<file path="src/rtl/core/argv_pkg.sv">
`default_nettype none
// ----------------------------------------------------------------------------
// argv_pkg: shared types and constants of the argument splitter
// Item structs, character codes, result kinds, parse phases and the per-byte
// emission plan handed from the parser to the result sequencer.
// ----------------------------------------------------------------------------
package argv_pkg;

	localparam int RUN_W = 6;
	localparam logic [RUN_W-1:0] MAX_RUN = 6'd60;

	localparam logic [7:0] CH_QUOTE  = 8'h22;
	localparam logic [7:0] CH_BSLASH = 8'h5C;
	localparam logic [7:0] CH_SPACE  = 8'h20;
	localparam logic [7:0] CH_TAB    = 8'h09;

	localparam logic [1:0] KIND_BYTE     = 2'd0;
	localparam logic [1:0] KIND_END_ARG  = 2'd1;
	localparam logic [1:0] KIND_END_LINE = 2'd2;

	typedef struct packed {
		logic [7:0] in_byte;
		logic       in_last;
	} line_item_t;

	typedef struct packed {
		logic [7:0] out_byte;
		logic [1:0] out_kind;
		logic       run_clipped;
		logic       last_of_run;
	} arg_item_t;

	typedef enum logic [4:0] {
		PH_LEAD        = 5'b00001,
		PH_NAME_QUOTED = 5'b00010,
		PH_NAME_PLAIN  = 5'b00100,
		PH_GAP         = 5'b01000,
		PH_ARG         = 5'b10000
	} phase_t;

	// Results caused by one byte, in emission order:
	// leading backslashes, main result, trailing backslashes, end of arg, end of line.
	// Leading and trailing backslash runs never occur together, so they share cnt.
	typedef struct packed {
		logic [RUN_W-1:0] cnt;
		logic             cnt_tail;
		logic             main_vld;
		logic             main_end;
		logic [7:0]       main_byte;
		logic             tend;
		logic             eol;
		logic             clip;
	} plan_t;

endpackage
`default_nettype wire

</file>
<file path="src/rtl/core/command_line_argv_splitter.sv">
`default_nettype none
// ----------------------------------------------------------------------------
// command_line_argv_splitter: streaming command line argument splitter
// Splits a command line into argument bytes and end-of-argument /
// end-of-line markers following the usual quoting and backslash rules.
// ----------------------------------------------------------------------------
// One command line byte is taken per transfer on the line channel. The byte
// is decoded in the cycle it is accepted; the results it causes then leave one
// per cycle while arg_stall is low, through a single output register, with one
// shared down counter replaying held backslash runs. A byte with no result
// frees the input the next cycle; a byte with results keeps line_stall high
// until its last result is emitted, and causes at most 63 results, for a final
// byte closing a 60-backslash run. Backslash runs longer than 60 are clipped and
// reported on the end-of-line result.
module command_line_argv_splitter import argv_pkg::*; (
	input  wire        clk,
	input  wire        arst_n,
	input  wire        line_valid,
	output logic       line_stall,
	input  line_item_t line_item,
	output logic       arg_valid,
	input  wire        arg_stall,
	output arg_item_t  arg_item
);

	typedef enum logic [5:0] {
		ST_IDLE = 6'b000001,
		ST_PRE  = 6'b000010,
		ST_MAIN = 6'b000100,
		ST_TAIL = 6'b001000,
		ST_TEND = 6'b010000,
		ST_EOL  = 6'b100000
	} step_t;

	function automatic step_t pick_step(
		input logic [RUN_W-1:0] cnt,
		input logic             cnt_tail,
		input logic             main_vld,
		input logic             tend,
		input logic             eol
	);
		step_t s;
		priority if (cnt != '0 && !cnt_tail) s = ST_PRE;
		else if (main_vld)                    s = ST_MAIN;
		else if (cnt != '0)                   s = ST_TAIL;
		else if (tend)                        s = ST_TEND;
		else if (eol)                         s = ST_EOL;
		else                                  s = ST_IDLE;
		return s;
	endfunction

	plan_t            plan;
	logic             take;
	logic             emit;
	step_t            step_q, step_nx;
	logic [RUN_W-1:0] cnt_q, cnt_nx;
	logic             cnt_tail_q;
	logic             main_q, main_nx;
	logic             main_end_q;
	logic [7:0]       main_byte_q;
	logic             tend_q, tend_nx;
	logic             eol_q, eol_nx;
	logic             clip_q;
	logic             res_valid_q;
	arg_item_t        res_q;
	arg_item_t        res_nx;

	assign line_stall = (step_q != ST_IDLE);
	assign take       = line_valid && !line_stall;
	assign emit       = (step_q != ST_IDLE) && (!res_valid_q || !arg_stall);

	argv_parse u_parse (
		.clk    (clk),
		.arst_n (arst_n),
		.take   (take),
		.item   (line_item),
		.plan   (plan)
	);

	always_comb begin
		res_nx  = '0;
		cnt_nx  = cnt_q;
		main_nx = main_q;
		tend_nx = tend_q;
		eol_nx  = eol_q;
		unique case (step_q)
			ST_PRE, ST_TAIL: begin
				res_nx.out_byte = CH_BSLASH;
				res_nx.out_kind = KIND_BYTE;
				cnt_nx          = cnt_q - RUN_W'(1);
			end
			ST_MAIN: begin
				res_nx.out_byte = main_end_q ? 8'h00 : main_byte_q;
				res_nx.out_kind = main_end_q ? KIND_END_ARG : KIND_BYTE;
				main_nx         = 1'b0;
			end
			ST_TEND: begin
				res_nx.out_kind = KIND_END_ARG;
				tend_nx         = 1'b0;
			end
			ST_EOL: begin
				res_nx.out_kind    = KIND_END_LINE;
				res_nx.run_clipped = clip_q;
				eol_nx             = 1'b0;
			end
			default: begin
			end
		endcase
		step_nx            = pick_step(cnt_nx, cnt_tail_q, main_nx, tend_nx, eol_nx);
		res_nx.last_of_run = (step_nx == ST_IDLE);
	end

	always_ff @(posedge clk or negedge arst_n) begin
		if (!arst_n) begin
			step_q      <= ST_IDLE;
			cnt_q       <= '0;
			cnt_tail_q  <= 1'b0;
			main_q      <= 1'b0;
			tend_q      <= 1'b0;
			eol_q       <= 1'b0;
			res_valid_q <= 1'b0;
		end else begin
			if (take) begin
				step_q     <= pick_step(plan.cnt, plan.cnt_tail, plan.main_vld,
					plan.tend, plan.eol);
				cnt_q      <= plan.cnt;
				cnt_tail_q <= plan.cnt_tail;
				main_q     <= plan.main_vld;
				tend_q     <= plan.tend;
				eol_q      <= plan.eol;
			end else if (emit) begin
				step_q  <= step_nx;
				cnt_q   <= cnt_nx;
				main_q  <= main_nx;
				tend_q  <= tend_nx;
				eol_q   <= eol_nx;
			end
			if (emit) begin
				res_valid_q <= 1'b1;
			end else if (!arg_stall) begin
				res_valid_q <= 1'b0;
			end
		end
	end

	// payload registers
	always_ff @(posedge clk) begin
		if (take) begin
			main_end_q  <= plan.main_end;
			main_byte_q <= plan.main_byte;
			clip_q      <= plan.clip;
		end
		if (emit) begin
			res_q <= res_nx;
		end
	end

	assign arg_valid = res_valid_q;
	assign arg_item  = res_q;

endmodule
`default_nettype wire

</file>
<file path="src/rtl/core/argv_parse.sv">
`default_nettype none
// ----------------------------------------------------------------------------
// argv_parse: command line parse state
// Holds the parse phase, quoting and backslash state, and works out the
// emission plan for the byte offered on the input channel.
// ----------------------------------------------------------------------------
module argv_parse import argv_pkg::*; (
	input  wire        clk,
	input  wire        arst_n,
	input  wire        take,
	input  line_item_t item,
	output plan_t      plan
);

	phase_t           phase_q, phase_nx;
	logic             quoting_q, quoting_nx;
	logic             qpend_q, qpend_nx;
	logic [RUN_W-1:0] run_q, run_nx;
	logic             clip_q, clip_nx;

	always_comb begin
		logic [7:0]       c;
		logic             is_bs;
		logic             is_q;
		logic             blank;
		logic             do_arg;
		logic             do_plain;
		logic [RUN_W-1:0] n;

		c        = item.in_byte;
		is_bs    = (c == CH_BSLASH);
		is_q     = (c == CH_QUOTE);
		blank    = (c == CH_SPACE) || (c == CH_TAB);
		do_arg   = 1'b0;
		do_plain = 1'b0;
		n        = run_q;

		plan       = '0;
		phase_nx   = phase_q;
		quoting_nx = quoting_q;
		qpend_nx   = qpend_q;
		run_nx     = run_q;
		clip_nx    = clip_q;

		unique case (phase_q)
			PH_NAME_QUOTED: begin
				plan.main_vld = 1'b1;
				if (is_q) begin
					plan.main_end = 1'b1;
					phase_nx      = PH_GAP;
				end else begin
					plan.main_byte = c;
				end
			end
			PH_NAME_PLAIN: begin
				plan.main_vld = 1'b1;
				if (blank) begin
					plan.main_end = 1'b1;
					phase_nx      = PH_GAP;
				end else begin
					plan.main_byte = c;
				end
			end
			PH_GAP: begin
				if (!blank) begin
					phase_nx   = PH_ARG;
					quoting_nx = 1'b0;
					qpend_nx   = 1'b0;
					run_nx     = '0;
					do_arg     = 1'b1;
				end
			end
			PH_ARG: begin
				do_arg = 1'b1;
			end
			default: begin
				if (blank) begin
					phase_nx = PH_LEAD;
				end else if (is_q) begin
					phase_nx = PH_NAME_QUOTED;
				end else begin
					phase_nx       = PH_NAME_PLAIN;
					plan.main_vld  = 1'b1;
					plan.main_byte = c;
				end
			end
		endcase

		if (do_arg) begin
			n = run_nx;
			if (run_nx != '0) begin
				if (is_bs) begin
					// saturate the run and flag the drop
					if (run_nx < MAX_RUN) begin
						run_nx = run_nx + RUN_W'(1);
					end else begin
						clip_nx = 1'b1;
					end
				end else begin
					run_nx = '0;
					if (is_q) begin
						plan.cnt = n >> 1;
						if (n[0]) begin
							plan.main_vld  = 1'b1;
							plan.main_byte = CH_QUOTE;
						end else begin
							do_plain = 1'b1;
						end
					end else begin
						plan.cnt = n;
						do_plain = 1'b1;
					end
				end
			end else if (qpend_nx) begin
				qpend_nx = 1'b0;
				if (is_q) begin
					plan.main_vld  = 1'b1;
					plan.main_byte = CH_QUOTE;
				end else begin
					quoting_nx = 1'b0;
					do_plain   = 1'b1;
				end
			end else begin
				do_plain = 1'b1;
			end
		end

		if (do_plain) begin
			if (is_bs) begin
				run_nx = RUN_W'(1);
			end else if (is_q) begin
				if (quoting_nx) begin
					qpend_nx = 1'b1;
				end else begin
					quoting_nx = 1'b1;
				end
			end else if (!quoting_nx && blank) begin
				plan.main_vld = 1'b1;
				plan.main_end = 1'b1;
				phase_nx      = PH_GAP;
				quoting_nx    = 1'b0;
			end else begin
				plan.main_vld  = 1'b1;
				plan.main_byte = c;
			end
		end

		if (item.in_last) begin
			if (phase_nx == PH_NAME_QUOTED || phase_nx == PH_NAME_PLAIN) begin
				plan.tend = 1'b1;
			end else if (phase_nx == PH_ARG) begin
				// held backslashes go out literally; no leading run is possible here
				if (run_nx != '0) begin
					plan.cnt      = run_nx;
					plan.cnt_tail = 1'b1;
				end
				plan.tend = 1'b1;
			end
			plan.eol   = 1'b1;
			plan.clip  = clip_nx;
			phase_nx   = PH_LEAD;
			quoting_nx = 1'b0;
			qpend_nx   = 1'b0;
			run_nx     = '0;
			clip_nx    = 1'b0;
		end
	end

	always_ff @(posedge clk or negedge arst_n) begin
		if (!arst_n) begin
			phase_q   <= PH_LEAD;
			quoting_q <= 1'b0;
			qpend_q   <= 1'b0;
			run_q     <= '0;
			clip_q    <= 1'b0;
		end else if (take) begin
			phase_q   <= phase_nx;
			quoting_q <= quoting_nx;
			qpend_q   <= qpend_nx;
			run_q     <= run_nx;
			clip_q    <= clip_nx;
		end
	end

endmodule
`default_nettype wire

</file>
<file path="config.mk">
export PLATFORM = sky130hd
export DESIGN_NAME = command_line_argv_splitter
export DESIGN_NICKNAME = d
export VERILOG_FILES = /design/src/rtl/core/argv_pkg.sv /design/src/rtl/core/command_line_argv_splitter.sv /design/src/rtl/core/argv_parse.sv
export SDC_FILE = /design/constraint.sdc
export NUM_CORES = 1
export LEC_CHECK = 0
export ABC_AREA = 0
export BUFFER_PORTS_ARGS = -buffer_cell sky130_fd_sc_hd__buf_2
export CAP_MARGIN = 20
export CORE_UTILIZATION = 38
export CTS_CLUSTER_SIZE = 24
export DETAILED_ROUTE_END_ITERATION = 10
export PLACE_DENSITY_LB_ADDON = 0.12
export SYNTH_ARGS = -nofsm -noshare
export SYNTH_HDL_FRONTEND = slang
export SYNTH_SLANG_ARGS = --single-unit
</file>
<file path="constraint.sdc">
create_clock -name clk -period 2.55 [get_ports clk]
set_clock_uncertainty 0.15 [all_clocks]
set_input_delay 0.51 -clock clk [delete_from_list [all_inputs] [get_ports clk]]
set_output_delay 0.51 -clock clk [all_outputs]
set_load 0.01 [all_outputs]
</file>
==> results.toml <==
[setup_path]
crit_path_start = "line_item[1]"
cp.arrival_ns = 2.77
rr_endpoint = "step_q[1]"
cp-endpoint = "step_q[4]"
worstPathRequired_ns = 2.61
reg2regPathDepth = 13
crit_fanout = 4
start_kind = "input port"
critPathKind = "input port to flop"
r2r_start = "u_parse.phase_q[2]"
ff2ff_setup_slack_ns = -0.09
endpoint_kind = "flop"

[placement]
pre_cts_ws_ns = -0.580
dp_cells = 556
gp_congestion = 0.928
dp_hpwl_mm = 7.64
port_buffers = 26

[global_routing]
grt_max_degree = 32
grt_pass1_vias = 3152
grt_overflow = 0
grt_usage = 0.240
grt_pass1_wl_mm = 16.5
antenna_found_initial = 0

[timing]
setup_slack_ns = -0.157
clock.fmax_mhz = 369
post-route-period-util = 1.06
tns_ns = -1.19
timing.final.max_slew_violations = 0
hold_viol = 0
grt_setup_unrepaired = "yes"
setup_violations = 19
min_period_ns = 2.71
slew_headroom = 0.496
worst_pin_slew_ns = 0.756

[finish]
seq_area_sq_mm = 0.00144
fin_nets = 483
multi_input_area_sq_mm = 0.00212
drive_gt1_frac = 0.414
antenna_cells = 0
final_cells = 574
n_fill_cell = 754
area_growth_pct = 40.5
final_util = 0.562

[clocking]
clock-sinks = 53
clk_pin_slew_worst_paths_ns = 0.10
cts_root_buf = "clkbuf_8"
htreeDepth = 2
clock_path_buffers = 2
tritoncts.num_buffers = 5
clk_latency_ns = 0.31
cts_tree = "built"

[floorplanning]
dieWidth_um = 95.9
die_h_um = 95.9
core_area_sq_mm = 0.00838
start_util = 0.400
boundaryPins = 27
rows = 33
die-area_sq_mm = 0.00920

[drt]
wl_per_cell_um = 17.9
viasPerCell = 5.69
drt_iter0_markers = 304
vias = 3267
drt_wl_total_mm = 10.3
ant_nets = 0
route.detailed.drc = 0
drt_pass1_iterations = 5

[pwr]
power.leakage_uw = 0.00190
ir_worst_vdd_mv = 0.243
p_per_area_mw_per_mm2 = 519
finalPower_uw = 2440

[outcome]
violations = "setup timing"
status = "finished, violations left"

[yosys]
netlist_instances = 368
synth-seq-cells = 53
synth_edf_count = 22
async_reset_ff_frac = 0.585
ys_types = 73
synth-main-ff-cell = "dfrtp_1"
yosysWarnings = 0
syn_area_per_cell_sq_um = 9.11
netlist_area_sq_mm = 0.00335
syn_nets = 383
ys_seq_area_frac = 0.429

[hold_path]
min_path_type = "input port to async pin"

[job]
cap_violations = 0
==> registers in the layout, indices dropped and copies added (netlist names), 5 cells and up <==
signal	count
arg_item	12
cnt_q	6
main_byte_q	8
step_q	6
u_parse.phase_q	5
u_parse.run_q	6
==> cells by family (layout without fill, tap and decap cells) <==
| kind of cell | after synthesis | in the layout | synth area share |
|---|---|---|---|
| buf+inv | 35 | 136 | 0.0444 |
| compound gates | 119 | 119 | 0.261 |
| simple gates | 152 | 152 | 0.238 |
| mux | 1 | 1 | 0.00336 |
| flops | 53 | 53 | 0.429 |
| xor+xnor | 6 | 6 | 0.0157 |
| fa+ha+maj | 2 | 2 | 0.00747 |
==> layer usage <==
| layer | part of all wire | global-route usage | wire length (um) |
|---|---|---|---|
| met1 | 0.47 | 0.345 | 4810 |
| met2 | 0.46 | 0.370 | 4760 |
| met3 | 0.046 | 0.0300 | 468 |
| met4 | 0.021 | 0.0846 | 214 |
| met5 | 0 | 0 | 0 |
==> critical path: stages <==
cell	delay, ns
buf_6	0.09
or3b_4	0.38
a2111o_1	0.42
nand2_4	0.09
and2_4	0.15
ha_4	0.16
nand2_8	0.08
a31oi_4	0.18
o31ai_4	0.10
a22oi_2	0.19
a41oi_2	0.17
o31ai_1	0.24
==> cell usage after synthesis (all sizes together) (6+ instances only) <==
library cell  instances  area, sq um
and2                 16          100
a21o                  8         60.1
o31ai                 6         50.1
nand3                 9         45.0
o21ai                33          165
clkbuf               19         71.3
a21oi                14         70.1
o22ai                 7         43.8
edfxtp               22          661
nor2                 31          116
dfrtp                29          726
nand2                48          183
inv                  10         37.5
nor3                  9         45.0
==> power breakdown <==
part           leakage [uW]  switching (uW)  internal, uW
registers          0.000609             111          1020
logic               0.00125             445           391
clock network     0.0000388             287           191
total               0.00190             843          1600
==> per-stage QoR <==
| stage | hold WS, ns | area, sq um |
|---|---|---|
| floorplan | 0.0644 | 3420 |
| global placement | 0.325 | 4230 |
| detailed placement | 0.327 | 4230 |
| CTS | 0.147 | 4530 |
| global route | 0.169 | 4710 |
| finish | 0.105 | 4710 |
==> area by class of cell <==
cell class | count | share of cell area
multi-input combinational | 280 | 0.450
timing repair buffer | 117 | 0.189
clock buffer | 6 | 0.0154
sequential | 53 | 0.306
clock inverter | 2 | 0.00239
tap | 105 | 0.0279
inverter | 11 | 0.00877
==> how the worst min path moves through the flow <==
stage	start	to	cells after the start	slack (ns)
global route	arst_n	cnt_q[0]	1	0.17
floorplan	arst_n	arg_valid	0	0.06
detailed placement	main_q	main_q	1	0.33
CTS	arst_n	cnt_q[0]	1	0.15
global placement	main_q	main_q	1	0.32
finish	arst_n	u_parse.run_q[3]	1	0.11
==> timing repair <==
action / CTS / global route
hold endpoints to repair: 0 / 0
endpoints found under the setup margin: 32 / 33
pin swaps: 22 / 25
hold buffers: 0 / 0
buffers inserted: 7 / 4
resized for setup: 32 / 42
cloned: 0 / 0
==> layout by cell type (no fill, tap or decap), drive strengths merged, types with 4 or more instances in the layout <==
cell type  synthesis  layout
inv               10      10
o31ai              6       6
nand2             48      48
a21o               8       8
o311ai             4       4
or4                4       4
nand4              4       4
clkbuf            19       6
a211oi             4       4
nand3b             5       5
nand3              9       9
a21oi             14      14
or3b               4       4
a31oi              5       5
o21ai             33      33
o22ai              7       7
edfxtp            22      22
and2              16      16
a22oi              5       5
nor3               9       9
buf                5     117
dfrtp             29      29
nor2              31      31
No activity file was read; power rests on OpenSTA's default activity.
